### src/rtl/sgtr_pkg.sv
// Shared types, constants and the 5x7 font table for the scaled glyph text rasterizer.
// Used by sgtr_col_mask and scaled_glyph_text_rasterizer; no dependencies.
package sgtr_pkg;

  localparam int FRAME_COLUMNS_DEF = 128;
  localparam int FRAME_PAGES_DEF   = 8;
  localparam int GLYPH_COLS        = 5;
  localparam int GLYPH_ROWS        = 7;
  localparam int PAGE_ROWS         = 8;

  typedef enum logic [1:0] {
    OP_CLEAR = 2'd0,
    OP_NEW   = 2'd1,
    OP_CONT  = 2'd2,
    OP_READ  = 2'd3
  } op_e;

  // Entry 0 is the leftmost column, bit 0 the top row.
  typedef logic [GLYPH_COLS-1:0][GLYPH_ROWS-1:0] glyph_t;

  typedef struct packed {
    logic   missing;
    glyph_t cols;
  } glyph_lookup_t;

  // Vertical walk position inside a scaled glyph column.
  typedef struct packed {
    logic [2:0] row;
    logic [3:0] sy;
  } rowpos_t;

  function automatic glyph_t g5(logic [7:0] a, logic [7:0] b, logic [7:0] c,
                                logic [7:0] d, logic [7:0] e);
    glyph_t g;
    g[0] = a[6:0];
    g[1] = b[6:0];
    g[2] = c[6:0];
    g[3] = d[6:0];
    g[4] = e[6:0];
    return g;
  endfunction

  function automatic glyph_lookup_t font_lookup(logic [7:0] code);
    glyph_lookup_t r;
    r.missing = 1'b0;
    case (code)
      8'h20: r.cols = g5(8'h00, 8'h00, 8'h00, 8'h00, 8'h00);
      8'h30: r.cols = g5(8'h3E, 8'h51, 8'h49, 8'h45, 8'h3E);
      8'h31: r.cols = g5(8'h00, 8'h42, 8'h7F, 8'h40, 8'h00);
      8'h32: r.cols = g5(8'h42, 8'h61, 8'h51, 8'h49, 8'h46);
      8'h33: r.cols = g5(8'h21, 8'h41, 8'h45, 8'h4B, 8'h31);
      8'h34: r.cols = g5(8'h18, 8'h14, 8'h12, 8'h7F, 8'h10);
      8'h35: r.cols = g5(8'h27, 8'h45, 8'h45, 8'h45, 8'h39);
      8'h36: r.cols = g5(8'h3C, 8'h4A, 8'h49, 8'h49, 8'h30);
      8'h37: r.cols = g5(8'h01, 8'h71, 8'h09, 8'h05, 8'h03);
      8'h38: r.cols = g5(8'h36, 8'h49, 8'h49, 8'h49, 8'h36);
      8'h39: r.cols = g5(8'h06, 8'h49, 8'h49, 8'h29, 8'h1E);
      8'h2E: r.cols = g5(8'h00, 8'h60, 8'h60, 8'h00, 8'h00);
      8'h2D: r.cols = g5(8'h08, 8'h08, 8'h08, 8'h08, 8'h08);
      8'h3A: r.cols = g5(8'h00, 8'h36, 8'h36, 8'h00, 8'h00);
      8'h25: r.cols = g5(8'h23, 8'h13, 8'h08, 8'h64, 8'h62);
      8'h43: r.cols = g5(8'h3E, 8'h41, 8'h41, 8'h41, 8'h22);
      8'h45: r.cols = g5(8'h7F, 8'h49, 8'h49, 8'h49, 8'h41);
      8'h48: r.cols = g5(8'h7F, 8'h08, 8'h08, 8'h08, 8'h7F);
      8'h49: r.cols = g5(8'h00, 8'h41, 8'h7F, 8'h41, 8'h00);
      8'h4C: r.cols = g5(8'h7F, 8'h40, 8'h40, 8'h40, 8'h40);
      8'h4D: r.cols = g5(8'h7F, 8'h02, 8'h0C, 8'h02, 8'h7F);
      8'h4F: r.cols = g5(8'h3E, 8'h41, 8'h41, 8'h41, 8'h3E);
      8'h50: r.cols = g5(8'h7F, 8'h09, 8'h09, 8'h09, 8'h06);
      8'h52: r.cols = g5(8'h7F, 8'h09, 8'h19, 8'h29, 8'h46);
      8'h53: r.cols = g5(8'h46, 8'h49, 8'h49, 8'h49, 8'h31);
      8'h54: r.cols = g5(8'h01, 8'h01, 8'h7F, 8'h01, 8'h01);
      8'h55: r.cols = g5(8'h3F, 8'h40, 8'h40, 8'h40, 8'h3F);
      8'h58: r.cols = g5(8'h63, 8'h14, 8'h08, 8'h14, 8'h63);
      8'hB0: r.cols = g5(8'h00, 8'h07, 8'h05, 8'h07, 8'h00);
      default: begin
        // unknown code: solid block
        r.missing = 1'b1;
        r.cols    = g5(8'h7F, 8'h7F, 8'h7F, 8'h7F, 8'h7F);
      end
    endcase
    return r;
  endfunction

endpackage

### src/rtl/sgtr_col_mask.sv
// Builds the OR mask of one frame byte for one scaled glyph column and
// advances the vertical walk position by one page. Depends on sgtr_pkg.
module sgtr_col_mask (
  input  logic [6:0]       bits_i,
  input  logic [3:0]       scale_i,
  input  sgtr_pkg::rowpos_t pos_i,
  output logic [7:0]       mask_o,
  output sgtr_pkg::rowpos_t pos_o
);
  import sgtr_pkg::*;

  rowpos_t    pos;
  logic [7:0] mask;

  always_comb begin
    pos  = pos_i;
    mask = '0;
    for (int b = 0; b < PAGE_ROWS; b++) begin
      if (pos.row < 3'(GLYPH_ROWS)) begin
        mask[b] = bits_i[pos.row];
        // each glyph row repeats scale times
        if (pos.sy + 4'd1 == scale_i) begin
          pos.sy  = '0;
          pos.row = pos.row + 3'd1;
        end else begin
          pos.sy = pos.sy + 4'd1;
        end
      end
    end
  end

  assign mask_o = mask;
  assign pos_o  = pos;

endmodule

### config.mk
export PLATFORM = sky130hd
export DESIGN_NAME = sgtr_col_mask
export DESIGN_NICKNAME = d
export VERILOG_FILES = /design/src/rtl/sgtr_pkg.sv /design/src/rtl/sgtr_col_mask.sv
export SDC_FILE = /design/constraint.sdc
export NUM_CORES = 1
export LEC_CHECK = 0
export ABC_AREA = 1
export BUFFER_PORTS_ARGS = -buffer_cell sky130_fd_sc_hd__buf_4
export CELL_PAD_IN_SITES_DETAIL_PLACEMENT = 1
export CELL_PAD_IN_SITES_GLOBAL_PLACEMENT = 1
export CORE_MARGIN = 4
export CORE_UTILIZATION = 46
export DETAILED_ROUTE_END_ITERATION = 8
export PLACE_DENSITY_LB_ADDON = 0.08
export SYNTH_ARGS = -nofsm -noshare
export SYNTH_HDL_FRONTEND = slang
export SYNTH_SLANG_ARGS = --single-unit
### constraint.sdc
create_clock -name vclk -period 21.8
set_input_delay 0 -clock vclk [all_inputs]
set_output_delay 0 -clock vclk [all_outputs]
set_load 0.02 [all_outputs]
### After elaboration in Yosys (flattened, before gate mapping)

Index checks and enable logic that the tools add are counted.

| storage, ports and cells | value |
|---|---|
| bits in read-only memories | 0 |
| bits in writable memories | 0 |
| bits in registers | 0 |
| memories | 0 |
| bits in latches | 0 |
| logic and storage cells | 88 |

| cells by class | value |
|---|---|
| equal/unequal tests | 8 |
| divide/modulo/power cells | 0 |
| order comparisons | 16 |
| $add $sub $neg | 16 |
| shift operators | 0 |
| muxes and demuxes | 48 |
| reduce and logical (&&, ||, !) cells | 0 |
| multipliers | 0 |
| bitwise operators | 0 |

Operators by type and width:

| operator | count |
|---|---|
| 7-bit two-way mux | 8 |
| 4-bit by 1-bit adder with 4-bit output (second input constant) | 8 |
| 4-bit == test | 8 |
| 3-bit by 4-bit less-than comparator with 1-bit output (second input constant) | 8 |
| 4-bit two-way mux | 8 |
| 3-bit by 1-bit adder with 3-bit output (second input constant) | 8 |
| 1-bit binary-select mux with 3-bit select | 8 |
| 3-bit less-than comparator (second input constant) | 8 |
| 3-bit two-way mux | 8 |
| 1-bit two-way mux | 16 |

### Longest topological paths before layout

Gate-level depths: netlist of the first run.

| depth | value |
|---|---|
| word-level depth | 32 |
| depth in mapped cells | 73 |
| mapped depth without buffers | 73 |

### Worst setup path before layout of the first run

Ideal clock, no wire load.

| path | value |
|---|---|
| path kind | in2out |
| start | in pos_i[0] (netlist bit) |
| end | out pos_o[5] (netlist bit) |
| arrival time | 7913 ps |
| path slack | 13887 ps |
| cell stages on the path | 58 |
| path buffers | 0 |
| cells stage by stage | ha_1 > xnor2_1 > nand2_1 > nor2_2 > nand2_4 > nand2_2 > nand2_2 > ha_1 > xnor2_1 > nand3_1 > nor2_2 > nand3_4 > nand2_1 > nand2_2 > ha_1 > xnor2_1 > nand3_1 > nor2_2 > (+22 left out) > nand2_1 > nand2_2 > ha_1 > xnor2_1 > nand3_1 > nor2_2 > nand3_4 > nand2_2 > nand2_2 > ha_1 > xnor2_1 > nand2_1 > nor2_1 > nand2_1 > nor2_4 > nand3_4 > nand2_1 > nand3_1 |

RTL lines:

| element | RTL line | source |
|---|---|---|
| from (decl) | sgtr_col_mask.sv:6 | `input sgtr_pkg::rowpos_t pos_i,` |
| to (decl) | sgtr_col_mask.sv:8 | `output sgtr_pkg::rowpos_t pos_o` |

==> results by group, run 1 <==
Status
  – Status: complete, no violations

Timing
  – Max frequency: around 0.11 GHz
  – Final worst slack: 12.30 ns
  – Slew @ Worst Pin: 1.165 ns
  – Final Hold Viols: 0
  – Max-Slew Margin vs Limit: 0.2150
  – # setup viols final: 0
  – Crit share post-route: 0.4359
  – Max Slew Vio Count: 0
  – Tmin final: 9.503 ns
  – Setup TNS: 0 ns
  – RSZ-0062 raised after global routing: false

Yosys
  – Synth top area share: 0.2001
  – Post-synthesis cell area: around 3000 µm²
  – Register area share after synthesis: 0
  – Yosys Warn Count: 0
  – Most common cell in the synthesized netlist: nand2_1
  – Syn Inst Count: 551
  – Synthesized net count: slightly below 600
  – Synth Area per Inst: approximately 5.5 µm²
  – Largest cells by area after synthesis: nand2_1 (20%), nand3_1 (12%), inv_1 (7.9%)
  – Post-synth top area cell: nand2_1
  – Distinct cells, synth: 38
  – Post-synth top cells: nand2_1 (162), nand3_1 (73), inv_1 (64)

Critical path
  – CP Launch Type: input port
  – Crit-path slowest cell: o21ai_0
  – Crit end category: output port
  – Crit path arrival time: 9.50 ns
  – Worst path required time: 21.80 ns
  – Crit path buf inv count: 3
  – Max incr delay on CP: ~0.90 ns
  – Crit path max-delay family: simple AND/OR/NAND/NOR gates
  – CP max FO: 11
  – Critical path class: input port to output port

Cells and area
  – Clk_buf instances: 0
  – Seq cells: 0
  – Final core utilization: 0.5188
  – # nets final: 611
  – Ratio of cells with drive above 1 in the final layout: 0.2435
  – ANT cells: 0
  – Area grow syn2layout: 9.016%
  – Filler cells: 991
  – Multi-input logic area: 2608 µm²
  – Design Area, Final: between 3000 and 4000 µm²
  – FF+latch area: 0 µm²

Global route
  – Tot GR Track Use: 0.2653
  – Initial antenna violation count: 0
  – Number of global-route vias before repair: roughly 3700
  – Largest net degree at the start of global routing: 23
  – First-pass GRT wire length: 17310 µm
  – GRT overflow: 0

Placement
  – Area after DPL: between 3000 and 4000 µm²
  – Dpl ws: 12.40 ns
  – Gp weighted congestion: approximately 0.89
  – Post-DP HPWL: 8202 µm
  – Input/output buffers: 33

Routing
  – Via density: approximately 5.7
  – Routed wire length: 10100 µm
  – Initial DRC count: 167
  – Pre-Repair DR Iteration Count: 4
  – Wire per inst: 15.50 µm
  – Routed Antenna Nets: 0
  – # DRC: 0
  – Routed vias: between 3000 and 4000

Clock network
  – # hold bufs at CTS: 0
  – Setup Buffers After CTS: 0
  – Resized Gates After CTS: 0

Floorplanning
  – Chip width: between 80 and 90 µm
  – Chip Height: between 80 and 90 µm
  – Row cnt: 29
  – CORE AREA: 6386 µm²
  – Overall die area: ~8000 µm²
  – Starting Density: 0.4759
  – IO Pins: 33

Flow run
  – Max Cap Viol: 0

Worst hold path
  – Hold crit path type: input port to output port
==> per-layer routing <==
layer,GRT usage,vias up,share of wire
met1,0.3568,1770,0.46
met5,0,-,0
li1,-,1863,-
met4,0.005413,0,0
met3,0.002765,0,0.042
met2,0.4997,68,0.50
==> cells by family (layout without fill, tap and decap cells) <==
kind of cell,Yosys count,count (layout),synth area share
adders and majority gates,16,16,0.06587
buffers and inverters,102,126,0.1420
and+or+nand+nor,340,340,0.5945
xor gates and xnor gates,15,15,0.04570
AOI/OAI and AO/OA,78,78,0.1519
==> worst paths after layout <==
kind	slack, ns	from	cells past startpoint	to
max	12.30	pos_i[0]	58	pos_o[2]
min	0.35	pos_i[6]	3	mask_o[0]
==> cell type report <==
type,instances,area share
inverters,93,0.1091
multi-input cells,449,0.7870
repair buffers,33,0.07477
well taps,77,0.02908
==> metrics by stage <==
stage | cells | hold WS (ns)
after floorplan | 551 | 0.1683
after detailed placement | 652 | 0.3530
final | 652 | 0.3503
after global placement | 652 | 0.3473
after CTS | 652 | 0.3530
after global routing | 652 | 0.3764
==> layout by cell type (no fill, tap or decap), drive strengths merged, types with 3 or more instances in the layout <==
cell    count
o311ai      3
o31ai       4
nand2     200
a21oi      29
xnor2      10
inv        91
buf        33
nand3      94
ha         16
xor2        5
nor2       26
o21ai      32
o211ai      5
nand4      16
Power of run 1 is not shown: default switching activity piles up to over one toggle a cycle in this logic, so the estimate is an artifact.
==> inputs of run 2 (changes only) <==
CORE_UTILIZATION = 43   (was 46)
clock period = 9.94 ns   (was 21.8 ns; I/O delays follow)
==> run 2 against run 1 <==
Hold slack better by 0.014 ns. Routed wire length fell by 0.52%. Count of clock-buffer cells in the layout is the same. Sequential share of layout area is the same. First-iteration DRC count down 14%. Final area increased by 2.8%. Flip-flop and latch count unchanged. Critical path depth up 8. Worst setup slack worse by 11 ns. Via count fell by 1.0%.
==> results by group, run 2 (synthesized netlist as in run 1, its figures left out) <==
Floorplanning
  – Starting Density: 0.4449
  – Row cnt: 30
  – Chip width: 92.07 µm
  – Chip Height: 92.07 µm
  – CORE AREA: 6832 µm²
  – Overall die area: 8477 µm²
  – IO Pins: 33

Clock network
  – # hold bufs at CTS: 0

Timing
  – Crit share post-route: 0.9077
  – Max Slew Vio Count: 0
  – Setup TNS: 0 ns
  – Max-Slew Margin vs Limit: 0.3755
  – Final worst slack: 0.9179 ns
  – Max frequency: roughly 0.11 GHz
  – Slew @ Worst Pin: 0.9345 ns
  – # setup viols final: 0
  – Tmin final: between 9 and 10 ns
  – Final Hold Viols: 0

Critical path
  – Worst path required time: 9.94 ns
  – CP max FO: 8
  – CP Launch Type: input port
  – Max incr delay on CP: 0.37 ns
  – Crit path arrival time: 9.02 ns
  – Worst setup startpoint: pos_i[0]
  – Crit end category: output port
  – Crit-path slowest cell: ha_2
  – Crit path max-delay family: simple AND/OR/NAND/NOR gates
  – Crit path buf inv count: 5
  – Cell mode on critical path: nand2_1
  – Critical path class: input port to output port

Placement
  – Post-DP HPWL: 8145 µm
  – Gp weighted congestion: 0.8583
  – Input/output buffers: 33
  – Dpl ws: roughly 0.5 ns

Routing
  – Initial DRC count: around 140
  – Routed vias: 3663
  – Pre-Repair DR Iteration Count: 4
  – Routed wire length: around 10000 µm
  – # DRC: 0
  – Wire per inst: 14.93 µm
  – Via density: 5.443
  – Routed Antenna Nets: 0

Global route
  – Largest net degree at the start of global routing: 23
  – GRT overflow: 0
  – First-pass GRT wire length: 17000 µm
  – Initial antenna violation count: 0
  – Number of global-route vias before repair: 3700
  – Tot GR Track Use: 0.2334

Cells and area
  – Area grow syn2layout: 12.10%
  – Most frequent cells in the layout: nand2_1 (161), nand3_1 (72), inv_1 (64), buf_4 (35), nand2_2 (32)
  – # nets final: ~600
  – ANT cells: 0
  – Most common cell after layout, fill and taps aside: nand2_1
  – FF+latch area: 0 µm²
  – Ratio of cells with drive above 1 in the final layout: 0.2565
  – Clk_buf instances: 0
  – Seq cells: 0

Worst hold path
  – Hold crit path type: input port to output port
  – Hold Crit Start: pos_i[6]

Flow run
  – Max Cap Viol: 0

Status
  – Status: complete, no violations
## run 2: worst paths after layout
| path | cells after the start | end |
|---|---|---|
| worst max-delay path | 66 | pos_o[2] |
| worst min-delay path | 3 | mask_o[0] |
## run 2: per-layer routing
metal,routed length [µm],track usage,vias up
met3,292,0.005742,8
met1,4602,0.3086,1730
met4,71,0.02228,0
met5,0,0,-
li1,-,-,1869
met2,5084,0.4343,56
## run 2: area by class of cell
class	count	area (µm²)
Inverter	93	361.6
Timing Repair Buffer	35	262.8
Fill cell	1038	3425
Multi-Input combinational cell	449	2663
Tap cell	96	120.1
## run 2: what timing repair did
action | in CTS | in global routing
endpoints found under the setup margin | 0 | 7
endpoints found under the hold margin | 0 | 0
gates resized for setup | 0 | 8
buffers inserted | 0 | 2
## run 2: metrics by stage
stage / hold slack (ns) / util / cells / area [µm²]
final: 0.3641 / 0.4987 / 673 / 3407
after global routing: 0.3913 / 0.4987 / 673 / 3407
after CTS: 0.3558 / 0.4885 / 671 / 3337
after detailed placement: 0.3522 / 0.4885 / 671 / 3337
after global placement: 0.3408 / 0.4885 / 671 / 3337
after floorplan: 0.1683 / - / 551 / 3039
## run 2: tightest hold or removal path, cell delays in order
cell,delay [ns]
buf_4,0.12
a31oi_1,0.09
buf_4,0.16
Power of run 2 is left out for the same reason.
